`src/complete_binary_tree_traversal_top_defines.svh`:
```
// ----------------------------------------------------------------------------
// Assertion macros for the binary tree traversal block
// Shared property shapes used at the end of the top level.
// ----------------------------------------------------------------------------
`ifndef COMPLETE_BINARY_TREE_TRAVERSAL_TOP_DEFINES_SVH
`define COMPLETE_BINARY_TREE_TRAVERSAL_TOP_DEFINES_SVH

// Same-cycle implication, quiet while in reset.
`define CBT_ASSERT_NOW(label, clk, rst_n, ante, cons, msg) \
  label: assert property (@(posedge clk) disable iff (!rst_n) (ante) |-> (cons)) \
    else $error(msg);

// Next-cycle implication, quiet while in reset.
`define CBT_ASSERT_NEXT(label, clk, rst_n, ante, cons, msg) \
  label: assert property (@(posedge clk) disable iff (!rst_n) (ante) |=> (cons)) \
    else $error(msg);

`endif

```
`src/cbt_pkg.sv`:
```
// ----------------------------------------------------------------------------
// cbt_pkg
// Types, codes and microcode word layout for the binary tree traversal block.
// ----------------------------------------------------------------------------
package cbt_pkg;

  localparam int MAX_NODES_DEF   = 32;
  localparam int VALUE_WIDTH_DEF = 16;

  localparam int VALUE_W     = 16;
  localparam int POS_W       = 6;
  localparam int CHILD_W     = POS_W + 1;
  localparam int STACK_DEPTH = 6;
  localparam int DEPTH_W     = 3;

  // Operation codes
  localparam logic [1:0] OP_CLEAR    = 2'd0;
  localparam logic [1:0] OP_APPEND   = 2'd1;
  localparam logic [1:0] OP_TRAVERSE = 2'd2;

  // Walk orders
  localparam logic [2:0] ORDER_MIRROR_PRE = 3'd3;
  localparam logic [2:0] ORDER_LAST       = 3'd5;

  // Visit phases held with each stack entry
  localparam logic [1:0] PH_FIRST  = 2'd0;
  localparam logic [1:0] PH_SECOND = 2'd1;
  localparam logic [1:0] PH_DONE   = 2'd2;

  // Result status codes
  localparam logic [1:0] ST_VISIT = 2'd0;
  localparam logic [1:0] ST_EMPTY = 2'd1;
  localparam logic [1:0] ST_FULL  = 2'd2;

  typedef struct packed {
    logic [1:0]         operation;
    logic [VALUE_W-1:0] node_value;
    logic [2:0]         walk_order;
  } cbt_in_t;

  typedef struct packed {
    logic [VALUE_W-1:0] out_value;
    logic [POS_W-1:0]   out_position;
    logic [1:0]         status;
    logic               last;
  } cbt_out_t;

  typedef struct packed {
    logic [1:0]       phase;
    logic [POS_W-1:0] pos;
  } stk_entry_t;

  // Microprogram addresses
  typedef logic [1:0] upc_t;
  localparam upc_t UA_IDLE  = 2'd0;
  localparam upc_t UA_FETCH = 2'd1;
  localparam upc_t UA_VISIT = 2'd2;
  localparam upc_t UA_FLUSH = 2'd3;

  typedef enum logic [1:0] {
    COND_ALWAYS,
    COND_START,
    COND_DONE
  } cond_t;

  typedef struct packed {
    logic  accept_en;
    logic  fetch_en;
    logic  visit_en;
    logic  flush_en;
    cond_t cond;
    upc_t  tgt_true;
    upc_t  tgt_false;
  } ucode_t;

  typedef struct packed {
    logic start;
    logic done;
    logic hold;
  } seq_stat_t;

endpackage

```
`src/cbt_seq.sv`:
```
// ----------------------------------------------------------------------------
// cbt_seq
// Microcode sequencer: control ROM, step counter and conditional jumps.
// ----------------------------------------------------------------------------
module cbt_seq (
  input  logic               clk,
  input  logic               rst_n,
  input  cbt_pkg::seq_stat_t stat,
  output cbt_pkg::ucode_t    ctrl
);
  import cbt_pkg::*;

  upc_t upc_r;
  upc_t upc_nxt;
  logic take;

  function automatic ucode_t ucode_rom(input upc_t addr);
    ucode_t w;
    w = '0;
    case (addr)
      UA_IDLE: begin
        w.accept_en = 1'b1;
        w.cond      = COND_START;
        w.tgt_true  = UA_FETCH;
        w.tgt_false = UA_IDLE;
      end
      UA_FETCH: begin
        w.fetch_en  = 1'b1;
        w.cond      = COND_ALWAYS;
        w.tgt_true  = UA_VISIT;
        w.tgt_false = UA_VISIT;
      end
      UA_VISIT: begin
        w.visit_en  = 1'b1;
        w.cond      = COND_DONE;
        w.tgt_true  = UA_FLUSH;
        w.tgt_false = UA_FETCH;
      end
      UA_FLUSH: begin
        w.flush_en  = 1'b1;
        w.cond      = COND_ALWAYS;
        w.tgt_true  = UA_IDLE;
        w.tgt_false = UA_IDLE;
      end
      default: begin
        w.accept_en = 1'b1;
        w.cond      = COND_ALWAYS;
        w.tgt_true  = UA_IDLE;
        w.tgt_false = UA_IDLE;
      end
    endcase
    return w;
  endfunction

  assign ctrl = ucode_rom(upc_r);

  always_comb begin
    case (ctrl.cond)
      COND_ALWAYS: take = 1'b1;
      COND_START:  take = stat.start;
      COND_DONE:   take = stat.done;
      default:     take = 1'b1;
    endcase
    if (stat.hold) begin
      upc_nxt = upc_r;
    end else if (take) begin
      upc_nxt = ctrl.tgt_true;
    end else begin
      upc_nxt = ctrl.tgt_false;
    end
  end

  always_ff @(posedge clk) begin
    if (!rst_n) begin
      upc_r <= UA_IDLE;
    end else begin
      upc_r <= upc_nxt;
    end
  end

endmodule

```
`src/cbt_dp.sv`:
```
// ----------------------------------------------------------------------------
// cbt_dp
// Datapath: node memory, walk stack, pending result and output register.
// ----------------------------------------------------------------------------
module cbt_dp #(
  parameter int MAX_NODES   = cbt_pkg::MAX_NODES_DEF,
  parameter int VALUE_WIDTH = cbt_pkg::VALUE_WIDTH_DEF
) (
  input  logic               clk,
  input  logic               rst_n,
  input  cbt_pkg::ucode_t    ctrl,
  output cbt_pkg::seq_stat_t stat,
  input  logic               in_valid,
  output logic               in_ready,
  input  cbt_pkg::cbt_in_t   in_data,
  output logic               out_valid,
  input  logic               out_ready,
  output cbt_pkg::cbt_out_t  out_data
);
  import cbt_pkg::*;

  localparam int AW = (MAX_NODES > 1) ? $clog2(MAX_NODES) : 1;
  localparam int CW = $clog2(MAX_NODES + 1);
  localparam int SW = (VALUE_WIDTH < VALUE_W) ? VALUE_WIDTH : VALUE_W;

  logic [SW-1:0]      node_mem [MAX_NODES];
  logic [SW-1:0]      rd_data_r;
  logic [CW-1:0]      count_r, count_nxt;
  stk_entry_t         walk_stack_r [STACK_DEPTH];
  logic [DEPTH_W-1:0] depth_r, depth_nxt;
  logic [DEPTH_W-1:0] top_idx;
  stk_entry_t         top_ent;
  logic [POS_W-1:0]   top_pos_r;
  logic [1:0]         top_phase_r;
  logic               emit_r;
  logic [1:0]         kind_r;
  logic               mirror_r;
  logic               pend_valid_r, pend_valid_nxt;
  logic [SW-1:0]      pend_value_r;
  logic [POS_W-1:0]   pend_pos_r;
  logic               out_valid_r, out_valid_nxt;
  cbt_out_t           out_data_r;
  cbt_out_t           out_new;
  logic               out_load;
  logic               out_free;
  logic               accept;
  logic               mem_we;
  logic               walk_init;
  logic               top_wr;
  stk_entry_t         top_new;
  logic               push_en;
  logic [CHILD_W-1:0] child_sel;
  logic [POS_W-1:0]   pos_m1;
  logic               visit_go;

  assign out_free = !out_valid_r || out_ready;
  assign in_ready = ctrl.accept_en && out_free;
  assign accept   = in_valid && in_ready;
  assign top_idx  = depth_r - DEPTH_W'(1);
  assign top_ent  = walk_stack_r[top_idx];
  assign pos_m1   = top_ent.pos - POS_W'(1);

  always_comb begin
    count_nxt      = count_r;
    depth_nxt      = depth_r;
    pend_valid_nxt = pend_valid_r;
    out_load       = 1'b0;
    out_new        = '0;
    mem_we         = 1'b0;
    walk_init      = 1'b0;
    top_wr         = 1'b0;
    top_new        = '0;
    push_en        = 1'b0;
    child_sel      = '0;
    visit_go       = 1'b0;
    stat           = '0;

    if (accept) begin
      case (in_data.operation)
        OP_CLEAR: begin
          count_nxt = '0;
        end
        OP_APPEND: begin
          if (count_r == CW'(MAX_NODES)) begin
            out_load       = 1'b1;
            out_new.status = ST_FULL;
            out_new.last   = 1'b1;
          end else begin
            mem_we    = 1'b1;
            count_nxt = count_r + CW'(1);
          end
        end
        OP_TRAVERSE: begin
          if (in_data.walk_order <= ORDER_LAST) begin
            if (count_r == '0) begin
              out_load       = 1'b1;
              out_new.status = ST_EMPTY;
              out_new.last   = 1'b1;
            end else begin
              walk_init  = 1'b1;
              depth_nxt  = DEPTH_W'(1);
              stat.start = 1'b1;
            end
          end
        end
        default: begin
        end
      endcase
    end

    if (ctrl.visit_en) begin
      stat.hold = emit_r && pend_valid_r && !out_free;
      visit_go  = !stat.hold;
      stat.done = (top_phase_r >= PH_DONE) && (depth_r == DEPTH_W'(1));
      if (visit_go) begin
        // Release the older node; the new one waits until we know if it is last.
        if (emit_r) begin
          pend_valid_nxt = 1'b1;
          if (pend_valid_r) begin
            out_load             = 1'b1;
            out_new.out_value    = VALUE_W'(pend_value_r);
            out_new.out_position = pend_pos_r;
            out_new.status       = ST_VISIT;
          end
        end
        top_new.pos = top_pos_r;
        if (top_phase_r == PH_FIRST) begin
          top_wr        = 1'b1;
          top_new.phase = PH_SECOND;
          child_sel     = mirror_r ? {top_pos_r, 1'b1} : {top_pos_r, 1'b0};
        end else if (top_phase_r == PH_SECOND) begin
          top_wr        = 1'b1;
          top_new.phase = PH_DONE;
          child_sel     = mirror_r ? {top_pos_r, 1'b0} : {top_pos_r, 1'b1};
        end else begin
          depth_nxt = depth_r - DEPTH_W'(1);
        end
        if (top_wr && (child_sel <= CHILD_W'(count_r)) &&
            (depth_r < DEPTH_W'(STACK_DEPTH))) begin
          push_en   = 1'b1;
          depth_nxt = depth_r + DEPTH_W'(1);
        end
      end
    end

    if (ctrl.flush_en) begin
      stat.hold = !out_free;
      if (out_free) begin
        out_load             = 1'b1;
        out_new.out_value    = VALUE_W'(pend_value_r);
        out_new.out_position = pend_pos_r;
        out_new.status       = ST_VISIT;
        out_new.last         = 1'b1;
        pend_valid_nxt       = 1'b0;
      end
    end

    if (out_load) begin
      out_valid_nxt = 1'b1;
    end else if (out_ready) begin
      out_valid_nxt = 1'b0;
    end else begin
      out_valid_nxt = out_valid_r;
    end
  end

  // Node memory: one write port, one registered read port
  always_ff @(posedge clk) begin
    if (mem_we) begin
      node_mem[count_r[AW-1:0]] <= in_data.node_value[SW-1:0];
    end
    if (ctrl.fetch_en) begin
      rd_data_r <= node_mem[pos_m1[AW-1:0]];
    end
  end

  // Walk stack and per-step payload
  always_ff @(posedge clk) begin
    if (walk_init) begin
      walk_stack_r[0] <= '{phase: PH_FIRST, pos: POS_W'(1)};
      mirror_r        <= (in_data.walk_order >= ORDER_MIRROR_PRE);
      kind_r          <= (in_data.walk_order >= ORDER_MIRROR_PRE) ?
                         2'(in_data.walk_order - ORDER_MIRROR_PRE) :
                         2'(in_data.walk_order);
    end
    if (top_wr) begin
      walk_stack_r[top_idx] <= top_new;
    end
    if (push_en) begin
      walk_stack_r[depth_r] <= '{phase: PH_FIRST, pos: child_sel[POS_W-1:0]};
    end
    if (ctrl.fetch_en) begin
      top_pos_r   <= top_ent.pos;
      top_phase_r <= top_ent.phase;
      emit_r      <= (top_ent.phase == kind_r);
    end
    if (visit_go && emit_r) begin
      pend_value_r <= rd_data_r;
      pend_pos_r   <= top_pos_r;
    end
    if (out_load) begin
      out_data_r <= out_new;
    end
  end

  always_ff @(posedge clk) begin
    if (!rst_n) begin
      count_r      <= '0;
      depth_r      <= '0;
      pend_valid_r <= 1'b0;
      out_valid_r  <= 1'b0;
    end else begin
      count_r      <= count_nxt;
      depth_r      <= depth_nxt;
      pend_valid_r <= pend_valid_nxt;
      out_valid_r  <= out_valid_nxt;
    end
  end

  assign out_valid = out_valid_r;
  assign out_data  = out_data_r;

endmodule

```
`src/complete_binary_tree_traversal_top.sv`:
```
// ----------------------------------------------------------------------------
// complete_binary_tree_traversal_top
// Level-order node store with six depth-first walks under microcode control.
// ----------------------------------------------------------------------------
// Usage:
//   in_*  : valid/ready request channel carrying operation, node_value and
//           walk_order. Clear and append requests are taken one per cycle
//           while the result register is free and no walk is running.
//   out_* : valid/ready result channel; one registered result stage.
//   Append to a full store, and a traverse of an empty tree, give a single
//   result in the cycle after the request. A clear gives no result.
//   A traverse of N nodes runs three visit phases per node, each a fetch
//   step plus a visit step of the microprogram, before the next request
//   is taken. The first result of a walk of two or more nodes leaves
//   after the second emitted node is found; each result is held back one
//   visit so the final one can carry last.
//   A stalled receiver holds the walk at the next visit that must emit.
//   Reset empties the tree and returns the sequencer to its idle step; the
//   node memory itself is not cleared.
// ----------------------------------------------------------------------------
`include "complete_binary_tree_traversal_top_defines.svh"

module complete_binary_tree_traversal_top #(
  parameter int MAX_NODES   = cbt_pkg::MAX_NODES_DEF,
  parameter int VALUE_WIDTH = cbt_pkg::VALUE_WIDTH_DEF
) (
  input  logic              clk,
  input  logic              rst_n,
  input  logic              in_valid,
  output logic              in_ready,
  input  cbt_pkg::cbt_in_t  in_data,
  output logic              out_valid,
  input  logic              out_ready,
  output cbt_pkg::cbt_out_t out_data
);
  import cbt_pkg::*;

  ucode_t    ctrl;
  seq_stat_t stat;

  cbt_seq u_seq (
    .clk   (clk),
    .rst_n (rst_n),
    .stat  (stat),
    .ctrl  (ctrl)
  );

  cbt_dp #(
    .MAX_NODES   (MAX_NODES),
    .VALUE_WIDTH (VALUE_WIDTH)
  ) u_dp (
    .clk       (clk),
    .rst_n     (rst_n),
    .ctrl      (ctrl),
    .stat      (stat),
    .in_valid  (in_valid),
    .in_ready  (in_ready),
    .in_data   (in_data),
    .out_valid (out_valid),
    .out_ready (out_ready),
    .out_data  (out_data)
  );

  `CBT_ASSERT_NEXT(a_start_fetch, clk, rst_n, stat.start && in_valid && in_ready, ctrl.fetch_en, "walk start did not enter fetch step")
  `CBT_ASSERT_NEXT(a_done_flush, clk, rst_n, ctrl.visit_en && stat.done && !stat.hold, ctrl.flush_en, "finished walk did not flush")
  `CBT_ASSERT_NEXT(a_flush_idle, clk, rst_n, ctrl.flush_en && !stat.hold, ctrl.accept_en && out_valid && out_data.last, "flush did not deliver last result")
  `CBT_ASSERT_NOW(a_ready_idle, clk, rst_n, in_ready, ctrl.accept_en && !stat.hold, "request taken outside idle step")

endmodule

```
`config.mk`:
```
export PLATFORM = sky130hd
export DESIGN_NAME = complete_binary_tree_traversal_top
export DESIGN_NICKNAME = d
export VERILOG_FILES = /design/src/cbt_pkg.sv /design/src/cbt_seq.sv /design/src/cbt_dp.sv /design/src/complete_binary_tree_traversal_top.sv
export VERILOG_INCLUDE_DIRS = /design/src /design/src/src
export SDC_FILE = /design/constraint.sdc
export NUM_CORES = 1
export LEC_CHECK = 0
export ABC_AREA = 1
export BUFFER_PORTS_ARGS = -buffer_cell sky130_fd_sc_hd__buf_4
export CAP_MARGIN = 25
export CORE_ASPECT_RATIO = 0.9
export CORE_MARGIN = 2
export CORE_UTILIZATION = 45
export CTS_CLUSTER_SIZE = 16
export DETAILED_ROUTE_END_ITERATION = 8
export GPL_ROUTABILITY_DRIVEN = 0
export HOLD_SLACK_MARGIN = 0.12
export PLACE_DENSITY = 0.62
export SLEW_MARGIN = 20
export SYNTH_ARGS = -nofsm -noshare
export SYNTH_HDL_FRONTEND = slang
export SYNTH_SLANG_ARGS = --single-unit
```
`constraint.sdc`:
```
create_clock -name clk -period 7.8 [get_ports clk]
set_input_delay 1.17 -clock clk [delete_from_list [all_inputs] [get_ports clk]]
set_output_delay 1.17 -clock clk [all_outputs]
set_load 0.01 [all_outputs]
```
## Yosys cells after proc, flatten, opt, wreduce, memory -nomap -nowiden

Memories as Yosys holds them, arrays and structs flattened. A register that Yosys moved wholly into a read port is not among the register bits.
Cells that the tools add are included.

| cells by class | value |
|---|---|
| add/subtract/negate cells | 5 |
| order comparisons | 5 |
| equal/unequal tests | 12 |
| muxes and demuxes | 90 |
| reduce and logical (&&, ||, !) cells | 20 |

Operator list:

| cell | count |
|---|---|
| two-way mux 24 bit | 4 |
| two-way mux 1 bit | 50 |
| two-way mux 25 bit | 2 |
| two-way mux 3 bit | 13 |
| two-way mux 7 bit | 4 |
| two-way mux 8 bit | 3 |
| one-hot mux 6 bit (4 select lines) | 1 |
| two-way mux 6 bit | 3 |
| two-way mux 2 bit | 6 |
| one-hot mux 6 bit (2 select lines) | 1 |
| equality test 2 x 1 -> 1 bit (second input constant) | 4 |
| equality test 2 bit (second input constant) | 4 |
| logical AND 1 bit | 8 |
| OR reduction 8 bit | 1 |
| <= comparator 7 x 6 -> 1 bit | 1 |
| adder 6 x 1 -> 6 bit (second input constant) | 1 |
| equality test 6 bit (second input constant) | 1 |
| logical NOT 2 bit | 3 |
| logical NOT 6 bit | 1 |
| one-hot mux 3 bit (2 select lines) | 1 |
| subtractor 5 x 1 -> 5 bit (second input constant) | 1 |
| one-hot mux 1 bit (2 select lines) | 2 |
| nonzero test 2 bit | 2 |
| adder 3 x 1 -> 3 bit (second input constant) | 1 |
| other kinds (12) | 14 |

| word-level totals | value |
|---|---|
| register bits | 72 |
| RAM bits | 560 |
| input port bits | 25 |
| word-level logic and storage cells | 150 |
| memories | 2 |

Memories:

| memory | words | width | read ports | clocked after memory_dff | write ports | RTL line | source |
|---|---|---|---|---|---|---|---|
| u_dp.node_mem | 32 | 16 | 1 | 1 | 1 | cbt_dp.sv:26 | `logic [SW-1:0] node_mem [MAX_NODES];` |
| u_dp.walk_stack_r | 6 | 8 | 1 | 0 | 2 | cbt_dp.sv:29 | `stk_entry_t walk_stack_r [STACK_DEPTH];` |

## Longest topological paths before layout

Gate-level depths: netlist (run 1).

| logic depth | value |
|---|---|
| depth in word-level cells | 14 |
| depth in mapped cells | 21 |

## By module

From an unflattened synthesis (run 1), not the netlist that was laid out.

| second synthesis, totals | value |
|---|---|
| cells, all modules | 2651 |
| area, all modules | 28414.8 um^2 |

Modules (own cells, without submodules):

| module | times used | cells an instance | area each (um^2) | sequential area each (um^2) |
|---|---|---|---|---|
| cbt_dp | 1 | 2623 | 28200.8 | 19168.4 |
| cbt_seq | 1 | 28 | 214.0 | 40.0 |

## Worst setup path after synthesis (run 1)

No wires, ideal clock.

| timing | value |
|---|---|
| kind | register -> register |
| start | reg u_dp.depth_r[0] |
| end | reg u_dp.rd_data_r[1], read port of u_dp.node_mem, data pin |
| arrival time | 3.368 ns |
| required time | 7.670 ns |
| path slack | 4.301 ns |
| stages on the path, launching flop included | 22 |
| cells stage by stage | dfxtp_1 buf_4 inv_2 buf_2 buf_1 ha_1 buf_2 nand3_1 nand3_1 nand2_2 buf_2 buf_2 ha_1 inv_1 clkbuf_1 clkbuf_1 nand3_1 nand3_1 nand3_1 nand2_1 nand2_1 nand2_1 |

| on the way | value |
|---|---|
| longest elaborated chain between the ends | 3 |

RTL lines:

| item | RTL line | source |
|---|---|---|
| start: declaration | cbt_dp.sv:30 | `logic [DEPTH_W-1:0] depth_r, depth_nxt;` |
| start signal: assignment | cbt_dp.sv:214 | `depth_r <= depth_nxt;` |
| subtractor 3 x 1 -> 3 bit | cbt_dp.sv:59 | `assign top_idx = depth_r - DEPTH_W'(1);` |
| memory (6 x 8 bit) | n/a |  |
| subtractor 5 x 1 -> 5 bit | cbt_dp.sv:61 | `assign pos_m1 = top_ent.pos - POS_W'(1);` |
| end: declaration | cbt_dp.sv:27 | `logic [SW-1:0] rd_data_r;` |

Every way passes these cells.
A chain may end at the register's enable or synchronous reset.

## Final worst setup path (run 1)

| timing | value |
|---|---|
| start | reg u_dp.depth_r[0] |
| end | reg u_dp.rd_data_r[10], read port of u_dp.node_mem, data pin |

The elaborated chain is that of the path after synthesis.

==> results of run 1 <==
[logic make-up (layout without fill, tap and decap cells)]
| group | count (synthesis) | in the layout | share of synthesized area |
|---|---|---|---|
| and+or+nand+nor | 1416 | 1416 | 0.224 |
| buffers and inverters | 663 | 740 | 0.0901 |
| adders and majority gates | 24 | 24 | 0.0103 |
| xor gates and xnor gates | 9 | 9 | 0.00386 |
| AOI/OAI and AO/OA | 72 | 72 | 0.0139 |
| muxes | 1 | 1 | 0.000386 |
| DFF | 648 | 648 | 0.658 |
[cell usage after synthesis, types with 4 or more instances]
cell type  number
a21oi_1        15
buf_1           9
buf_2          79
buf_4           8
clkbuf_1       48
dfxtp_1        25
edfxtp_1      623
ha_1           24
inv_1         514
nand2_1       585
nand2_2         4
nand3_1       591
nand3b_1      114
nand4_1         7
nor2_1        105
nor3_1          7
o211ai_1        4
o21ai_0        41
o22ai_1         4
xor2_1          5
[final timing paths]
kind	start	endpoint	cells after the start
hold reg to reg	u_dp.rd_data_r[4]$_DFFE_PN_	u_dp.pend_value_r[4]$_DFFE_PP_	0
hold / removal	u_dp.rd_data_r[4]$_DFFE_PN_	u_dp.pend_value_r[4]$_DFFE_PP_	0
setup reg to reg	u_dp.depth_r[0]$_SDFF_PN0_	u_dp.rd_data_r[10]$_DFFE_PN_	15
setup / recovery	u_dp.depth_r[0]$_SDFF_PN0_	u_dp.rd_data_r[10]$_DFFE_PN_	15
[registers in the layout, summed over array words and instances (netlist names), 2 cells and up]
signal,count
u_dp.count_r,6
u_dp.top_phase_r,2
u_dp.depth_r,3
u_dp.walk_stack_r,48
u_dp.rd_data_r,16
u_dp.out_data,25
u_dp.pend_pos_r,6
u_dp.top_pos_r,6
u_dp.node_mem,512
u_dp.kind_r,2
u_seq.upc_r,2
u_dp.pend_value_r,16
[cells in the final DEF (no fill, tap or decap), drive strengths merged, types with 25 or more instances in the layout]
cell,netlist,routed
inv,515,518
nor2,105,105
buf,98,100
dfxtp,25,25
clkinv,2,26
nand3b,114,114
nand3,592,592
nand2,589,589
clkbuf,48,85
edfxtp,623,623
o21ai,42,42
[metal layers]
layer	up-vias	GRT usage	wire (um)
li1	9433	-	-
met1	9794	0.339	33400
met2	980	0.354	34600
met3	149	0.0483	7910
met4	2	0.0643	1980
met5	-	0	14
[critical path, cell delays in order, from the launching register on]
cell,delay [ps]
dfxtp_1,310
buf_4,290
inv_2,270
ha_1,330
xnor2_1,800
nand3_4,210
nand2_8,500
ha_4,520
inv_4,710
buf_4,740
nand3_1,150
nand3_1,100
nand3_1,90
nand2_1,110
nand2_1,100
nand2_1,100
[layout make-up]
class | instances | area (um2)
clock inverters | 38 | 484
clock buffers | 85 | 1830
repair buffers | 100 | 800
fillers | 5615 | 31400
flip-flops and latches | 648 | 19200
inverters | 517 | 1940
well taps | 855 | 1070
multi-input cells | 1522 | 7430
[power by group through the flow]
| stage | Clock (mW) | Combinational [mW] | Sequential (mW) |
|---|---|---|---|
| finish | 3.38 | 0.887 | 3.86 |
| global route | 3.56 | 0.965 | 3.86 |
| CTS | 3.43 | 0.875 | 3.86 |
| detailed placement | 0 | 0.873 | 3.93 |
| global placement | 0 | 0.861 | 3.93 |
| floorplan | 0 | 0.540 | 3.93 |
==> run metrics, run 1 <==
run status complete, no violations; share of power burned in registers 0.475; required time of the critical path 8270 ps; Via Count 20400; worst vdd ir 0.219 mV; CP Capture Type flip-flop; cell area after layout 32800 um2; DRC viols 0; dpl ws 2290 ps; Starting Density 0.455; Yosys cell types 35; cell count after synthesis 2833; post-synthesis instance area 29200 um2; final WL 77.9 mm; Core ar. 64200 um2; top_reg_cell synth edfxtp_1; clock slew at reported path FFs 60 ps; internal power 6.10 mW; setup tns final 0 ps; Slew HR 0.156; CP arrival 6170 ps; clk_skew 29.0 ps; vias in the first global route 18900; post-route setup slack 2100 ps; pwr/cell area 248 nW/um2; global-route wire length before repair 117 mm; initial antenna violation count 3; largest area contributor in the netlist edfxtp_1; Pre-antenna DRT Iters 8; TritonCTS Buffers 68; Clock power frac 0.416; Area contributors post-synth edfxtp_1 (64%), nand3_1 (10%), nand2_1 (7.5%); Final min period 5700 ps; CTS tree built; post-placement cell count 3637; ant diodes 0; post-route insts no fill 3765; smallest hold slack 430 ps; Clk Latency, worst-skew pair 620 ps; post-CTS sizing 0; synthesized net count 2882; total power 8.13 mW; CP Class reg -> reg; startpoint types flip-flop; Worst-Margin Slew 1270 ps; 1st-iter DRT viols 2615; switching share of power 0.249; number of synthesized flops with an enable pin 623; # setup viols final 0; pin count of the biggest net entering global routing 209; synthesized area per cell 10.3 um2; Post-DP Area 30400 um2; row cnt 88; Max-cap violations 0; Ys Warns 0; sw power 2.03 mW; Overflow after GRT 0; register area share after synthesis 0.658; CP max FO 99; port bufs 51; I/O pin total 52; share of cells above drive strength 1 0.0742; Die Width 273 um; Seq cells post-synth 648; Util after Layout 0.510; unrepaired setup endpoints after global routing false; Slew Limit Fails 0; clock root buffer clkbuf_16; die area 67000 um2; H-tree levels 3; Reg2Reg Setup Slack 2100 ps; ANT nets after route 0; post-CTS setup buffer count 0; synth-to-layout area growth 12.2%; post-synth top area share 0.641; Die Height 246 um; wire per inst 20.7 um; clk buf depth 3; Via density 5.41; HP Class reg -> reg; fmax 176 MHz; Gate power share 0.109; CTS Hold Bufs 0; total global routing track utilization 0.233; Final Cycle Share 0.730; Final nets 2906; P_leak 13.6 nW; post-DP HPWL 45.2 mm; Fin. Hold Viols 0; clk sink count 648; Async SR Flop Fraction 0
(Power assumes the default switching activity.)
==> run 2: changes to the inputs <==
Settings changed: ABC_AREA 1 to 0, PLACE_DENSITY 0.62 to 0.65.
Clock period 7.8 ns to 5.2 ns, I/O delays scaled along.
==> run 2 against run 1 <==
Clock skew about the same. Power is 29% higher. Die area fell by 10%. Fmax increased by 19%. Area after synthesis fell by 11%. Clock-buffer cell count shrank 9. Highest routed layer unchanged.
==> run metrics, run 2 <==
Async SR Flop Fraction 0 (unchanged); wire per inst 24.4 um (+18%); ANT nets after route 0 (unchanged); Synth Area in Simple Gates 0.124 (-0.0995); unrepaired setup endpoints after global routing false; synthesized area per cell 14.2 um2 (+37%); CP max FO 42 (-58%); Fin. Hold Viols 0 (unchanged); XOR/XNOR Fraction of Synth Area 0.00619 (+0.00233); # setup viols final 0 (unchanged); post-route setup slack 400 ps (-1700 ps); HP Class in -> reg; Max-cap violations 0 (unchanged); number of synthesized flops with an enable pin 623 (unchanged); DRC viols 0 (unchanged); max reg flops 512 (unchanged); vias in the first global route 15100 (-20%); Slew HR 0.211 (+0.0544); global-route wire length before repair 98.5 mm (-16%); Pre-antenna DRT Iters 5 (-3); Reg2Reg Setup Slack 400 ps (-1700 ps); setup tns final 0 ps (unchanged); synthesized net count 1891 (-34%); Starting Density 0.456 (+0.00104); run status complete, no violations; Via Count 15900 (-22%); Core ar. 57200 um2 (-11%); clk_skew 28.8 ps (-0.143 ps); share of cells above drive strength 1 0.124 (+0.0496); crit-path leading delay family simple AND/OR/NAND/NOR gates; required time of the critical path 5560 ps (-2710 ps); initial antenna violation count 5 (+2); startpoint types flip-flop; clock slew at reported path FFs 70 ps (about the same); Ys Warns 0 (unchanged); Final nets 1947 (-33%); clk sink count 648 (unchanged); Slew Limit Fails 0 (unchanged); Final Cycle Share 0.923 (+0.193); Seq cells post-synth 648 (unchanged); most frequent cells in the layout edfxtp_1 (623), nand2_1 (413), nand3_1 (145); Clock power frac 0.423 (+0.007); Util after Layout 0.514 (+0.00360); port bufs 51 (unchanged); clock root buffer clkbuf_16; synth-to-layout area growth 12.7%; Final min period 4800 ps (-895 ps); fmax 208 MHz (+19%); CP Capture Type flip-flop; r2r endpoint u_dp.rd_data_r[9]$_DFFE_PN_; ant diodes 0 (unchanged); Layout fillers 4684 (-17%); Worst Hold Depth 2 (+2); Die Width 258 um (-5.4%); Worst-Margin Slew 1180 ps (-81.7 ps); Yosys cell types 62 (+77%); post-synth top area share 0.717 (+0.0764); Gate power share 0.030 (-0.079); I/O pin total 52 (unchanged); post-synthesis instance area 26100 um2 (-11%); pwr/cell area 356 nW/um2 (+43%); CTS tree built; smallest hold slack 420 ps (-9.95 ps); post-CTS sizing 0 (unchanged); Clk Latency, worst-skew pair 630 ps (about the same); TritonCTS Buffers 61 (-10%); 1st-iter DRT viols 2156 (-18%); post-placement cell count 2599 (-29%); Die Height 232 um (-5.4%); CP Class reg -> reg; complex-gate fraction of the synthesized area 0.0622 (+0.0483); CP arrival 5160 ps (-1010 ps); count leader, synth edfxtp_1; Area contributors post-synth edfxtp_1 (72%), nand2_1 (5.9%), mux2i_1 (2.8%); Slowest cell on crit path ha_1; largest family of logic cells by synthesized area simple AND/OR/NAND/NOR gates; post-route insts no fill 2712 (-28%); internal power 8.34 mW (+37%); H-tree levels 2 (-1); Worst Min Path Start rst_n; max incr delay on CP 730 ps (-70 ps); register area share after synthesis 0.736 (+0.0784); WP buf/inv 3 (-1); Reg-to-Reg Start u_dp.depth_r[1]$_SDFF_PN0_; cell count after synthesis 1842 (-35%); R2R depth 13 (-2); largest area contributor in the netlist edfxtp_1; post-CTS setup buffer count 0 (unchanged); die area 59900 um2 (-10%); post-DP HPWL 40.0 mm (-12%); final WL 66.3 mm (-15%); switching share of power 0.203 (-0.0463); top_reg_cell synth edfxtp_1; total global routing track utilization 0.222 (-0.0111); crit-path cells inv_1, ha_1, mux2_2, nor2_1, o22a_4, ha_1, inv_1, xnor2_2, nor2b_4, buf_12, a32oi_1, a31oi_1, nor4_2; worst vdd ir 0.275 mV (+26%); sw power 2.12 mW (+4.8%); P_leak 9.68 nW (-29%); Overflow after GRT 0 (unchanged); adder-cell share of the synthesized area 0.0115 (+0.00123); pin count of the biggest net entering global routing 193 (-7.7%); Worst Hold End u_dp.depth_r[2]$_SDFF_PN0_; share of power burned in registers 0.547 (+0.072); dpl ws 556 ps (-1730 ps); multiplexer area fraction after synthesis 0.0382 (+0.0378); row cnt 83 (-5.7%); Commonest cells post-synth edfxtp_1 (623), nand2_1 (413), nand3_1 (145); Via density 5.88 (+8.7%); CTS Hold Bufs 0 (unchanged); most common cell after layout, fill and taps aside edfxtp_1; clk buf depth 3 (unchanged)
==> run 2: cell types whose count changed after synthesis, sizes merged, moves of 64 or more <==
cell    before  now
nand3      592  145
inv        515   21
nand2      589  417
a31oi        3   67
a32oi        0   64
mux2i        0   74
nand3b     114    3
==> run 2: power groups by stage <==
| stage | logic [mW] | clock network [mW] | registers, mW |
|---|---|---|---|
| 2_1_floorplan | 0.146 | 0 | 5.83 |
| 4_1_cts | 0.307 | 4.49 | 5.72 |
| 5_1_grt | 0.332 | 4.69 | 5.72 |
| 6_report | 0.309 | 4.43 | 5.72 |
| 3_5_place_dp | 0.307 | 0 | 5.83 |
| 3_3_place_gp | 0.300 | 0 | 5.83 |
==> run 2: final cells by class <==
| type | count | area [um2] | share of cell area |
|---|---|---|---|
| Tap cell | 765 | 957 | 0.0325 |
| Inverter | 23 | 93.8 | 0.00319 |
| Clock buffer | 76 | 1610 | 0.0549 |
| Timing Repair Buffer | 98 | 808 | 0.0275 |
| Clock inverter | 36 | 368 | 0.0125 |
| Multi-Input combinational cell | 1066 | 6360 | 0.216 |
| Sequential cell | 648 | 19200 | 0.653 |
==> run 2: worst max path at each step <==
stage / start / cells after the start / slack (ps) / endpoint
after floorplan: u_dp.depth_r[0]$_SDFF_PN0_ / 18 / 1040 / u_dp.rd_data_r[14]$_DFFE_PN_
after global placement: u_dp.depth_r[1]$_SDFF_PN0_ / 13 / 630 / u_dp.rd_data_r[9]$_DFFE_PN_
after detailed placement: u_dp.depth_r[1]$_SDFF_PN0_ / 13 / 560 / u_dp.rd_data_r[9]$_DFFE_PN_
after CTS: u_dp.depth_r[1]$_SDFF_PN0_ / 13 / 530 / u_dp.rd_data_r[9]$_DFFE_PN_
after global routing: u_dp.depth_r[1]$_SDFF_PN0_ / 13 / 310 / u_dp.rd_data_r[9]$_DFFE_PN_
final: u_dp.depth_r[1]$_SDFF_PN0_ / 13 / 400 / u_dp.rd_data_r[9]$_DFFE_PN_
==> run 2: per-layer routing <==
metal,track usage,part of all wire
met3,0.0586,0.12
met4,0.0665,0.026
met5,0,0.00023
met1,0.322,0.42
met2,0.328,0.44
==> run 2: per-stage QoR <==
stage | power [mW] | area [um2]
after floorplan | 5.98 | 26100
after global placement | 6.13 | 27400
after detailed placement | 6.14 | 27400
after CTS | 10.5 | 29400
after global routing | 10.7 | 29400
final | 10.5 | 29400
==> run 2: cells by family after synthesis <==
kind of cell               Yosys count
and+or+nand+nor                    723
AOI/OAI and AO/OA                  215
adders and majority gates           24
xor gates and xnor gates            15
muxes                               89
buffers and inverters              128
DFF                                648
==> run 2: worst reg2reg max path: stages, from the launching register on <==
cell     delay [ps]
dfxtp_1         460
inv_1           120
ha_1            730
mux2_2          410
nor2_1          150
o22a_4          230
ha_1            160
inv_1            80
xnor2_2         340
nor2b_4         720
buf_12          360
a32oi_1         120
a31oi_1         550
nor4_2          100
==> run 3: changes to the inputs <==
Settings changed: BUFFER_PORTS_ARGS -buffer_cell sky130_fd_sc_hd__buf_4 to not set, CTS_BUF_LIST set to sky130_fd_sc_hd__clkbuf_4 sky130_fd_sc_hd__clkbuf_8, DONT_BUFFER_PORTS set to 1, PLACE_DENSITY 0.65 to 0.64.
==> run 3 against run 2 <==
Routed wire length down 5.2%. Worst setup slack gained 420 ps. Clock-buffer cell count increased by 56. Global-route usage shrank 1.1 points. Combinational power shrank 33%. Critical path depth did not move. First-iteration DRC count down 25%. Die area is the same. Fmax increased by 9.6%. Critical endpoint is now u_dp.rd_data_r[14]$_DFFE_PN_. Largest cell class unchanged. Largest power group unchanged.
==> run metrics, run 3 (synthesized netlist as in run 2, its figures left out) <==
fmax 228 MHz (+9.6%); Worst Min Path Start in_data[10]; 1st-iter DRT viols 1612 (-25%); clock root buffer clkbuf_8; Slew Limit Fails 0 (unchanged); register area 19200 um2 (unchanged); Clk Latency, worst-skew pair 700 ps (+70 ps); initial antenna violation count 1 (-4); synth-to-layout area growth 11.3%; Worst Hold End u_dp.node_mem[11][7]$_DFFE_PP_; Final min period 4380 ps (-421 ps); required time of the critical path 5650 ps (+90 ps); Die Width 258 um (unchanged); DRC viols 0 (unchanged); total global routing track utilization 0.211 (-0.0106); pin count of the biggest net entering global routing 193 (unchanged); row cnt 83 (unchanged); # setup viols final 0 (unchanged); clk_skew 31.7 ps (+2.85 ps); Final Cycle Share 0.842 (-0.0811); r2r endpoint u_dp.rd_data_r[14]$_DFFE_PN_; Post-DP Area 27100 um2 (-1.3%); Slew HR 0.320 (+0.109); Max-cap violations 0 (unchanged); most common cell after layout, fill and taps aside edfxtp_1; Overflow after GRT 0 (unchanged); CTS Hold Bufs 0 (unchanged); clk buf depth 3 (unchanged); CP arrival 4830 ps (-330 ps); Final nets 1935 (-0.62%); Core ar. 57200 um2 (unchanged); H-tree levels 3 (+1); Layout fillers 4793 (+2.3%); Reg-to-Reg Start u_dp.depth_r[1]$_SDFF_PN0_; TritonCTS Buffers 102 (+67%); Fin. Hold Viols 0 (unchanged); post-CTS setup buffer count 0 (unchanged); Via Count 15600 (-2.0%); Pre-antenna DRT Iters 5 (unchanged); CP Capture Type flip-flop; CP Class reg -> reg; unrepaired setup endpoints after global routing false; CP max FO 21 (-50%); die area 59900 um2 (unchanged); Die Height 232 um (unchanged); global-route wire length before repair 95.5 mm (-3.0%); startpoint types flip-flop; run status complete, no violations; clk sink count 648 (unchanged); area of the multi-input gates 6370 um2 (+0.16%); Starting Density 0.456 (unchanged); Worst-Margin Slew 1010 ps (-172 ps); port bufs 0 (-100%); post-CTS sizing 0 (unchanged); setup tns final 0 ps (unchanged); CTS tree built; most frequent cells in the layout edfxtp_1 (623), nand2_1 (413), nand3_1 (145); ANT nets after route 0 (unchanged); share of cells above drive strength 1 0.130 (+0.00586); P_leak 9.47 nW (-2.1%); R2R depth 13 (unchanged); max reg flops 512 (unchanged); pwr/cell area 349 nW/um2 (-1.9%); Worst Hold Depth 0 (-2); I/O pin total 52 (unchanged); post-placement cell count 2547 (-2.0%); vias in the first global route 15200 (+0.82%); final WL 62.8 mm (-5.2%); wire per inst 23.0 um (-5.9%); Reg2Reg Setup Slack 820 ps (+420 ps); cell area after layout 29000 um2 (-1.3%); HP Class in -> reg; post-route insts no fill 2732 (+0.74%); ant diodes 0 (unchanged); clock slew at reported path FFs 70 ps (about the same); worst vdd ir 0.205 mV (-26%); post-DP HPWL 37.2 mm (-6.8%); Via density 5.72 (-2.7%)
[run 3: cell count changes in the layout (fill, tap and decap cells not counted), moves of 2 or more]
cell | previous run | this run
clkbuf_16 | 62 | 0
clkinv_1 | 10 | 31
clkbuf_4 | 0 | 28
clkinv_2 | 15 | 11
bufinv_16 | 7 | 3
nor3_2 | 2 | 4
clkbuf_8 | 1 | 104
clkbuf_1 | 13 | 0
clkinvlp_4 | 2 | 5
inv_6 | 1 | 3
buf_4 | 91 | 38
nor3_1 | 10 | 8
[run 3: per-layer routing]
layer / track usage / up-vias / wire [um] / share of wire
met5: 0 / - / 0 / 0
met4: 0.0558 / 0 / 1310 / 0.021
met3: 0.0486 / 105 / 5350 / 0.085
met2: 0.337 / 647 / 29900 / 0.48
met1: 0.293 / 7849 / 26300 / 0.42
li1: - / 7034 / - / -
[run 3: critical path, cell delays in order (launching register included)]
cell	delay (ps)
dfxtp_1	450
inv_1	110
ha_1	760
mux2_2	400
nor2_1	130
o22a_4	230
ha_1	160
inv_1	70
xnor2_2	340
and2_2	590
buf_4	370
nand3_1	120
a31oi_1	280
nor4_2	100
[run 3: worst max path at each step]
| stage | from | end | slack (ps) | depth (start not counted) |
|---|---|---|---|---|
| after CTS | u_dp.depth_r[1]$_SDFF_PN0_ | u_dp.rd_data_r[11]$_DFFE_PN_ | 820 | 13 |
| after global routing | u_dp.depth_r[1]$_SDFF_PN0_ | u_dp.rd_data_r[14]$_DFFE_PN_ | 540 | 13 |
| after detailed placement | u_dp.depth_r[1]$_SDFF_PN0_ | u_dp.rd_data_r[11]$_DFFE_PN_ | 850 | 13 |
| after global placement | u_dp.depth_r[1]$_SDFF_PN0_ | u_dp.rd_data_r[11]$_DFFE_PN_ | 900 | 13 |
| after floorplan | u_dp.depth_r[0]$_SDFF_PN0_ | u_dp.rd_data_r[14]$_DFFE_PN_ | 1040 | 18 |
| final | u_dp.depth_r[1]$_SDFF_PN0_ | u_dp.rd_data_r[14]$_DFFE_PN_ | 820 | 13 |
[run 3: power by group]
group	total (mW)	internal [mW]	switching, mW
registers	5.73	5.72	0.00635
clock network	4.19	2.22	1.97
logic	0.208	0.0646	0.144
[run 3: stage by stage]
step           total power, mW  worst slack (ps)  hold slack, ps   util
3_3_place_gp              6.04               904             433  0.473
2_1_floorplan             5.98              1040             400      -
4_1_cts                   10.2               819             121  0.507
3_5_place_dp              6.04               853             413  0.473
5_1_grt                   10.4               544             122  0.507
6_report                  10.1               822             169  0.507
[run 3: cell type report]
| type | instances | area share |
|---|---|---|
| timing repair buffer | 45 | 0.0147 |
| inverter | 23 | 0.00323 |
| sequential | 648 | 0.662 |
| multi-input combinational | 1066 | 0.220 |
| clock buffer | 132 | 0.0565 |
| tap | 765 | 0.0330 |
| clock inverter | 53 | 0.0115 |
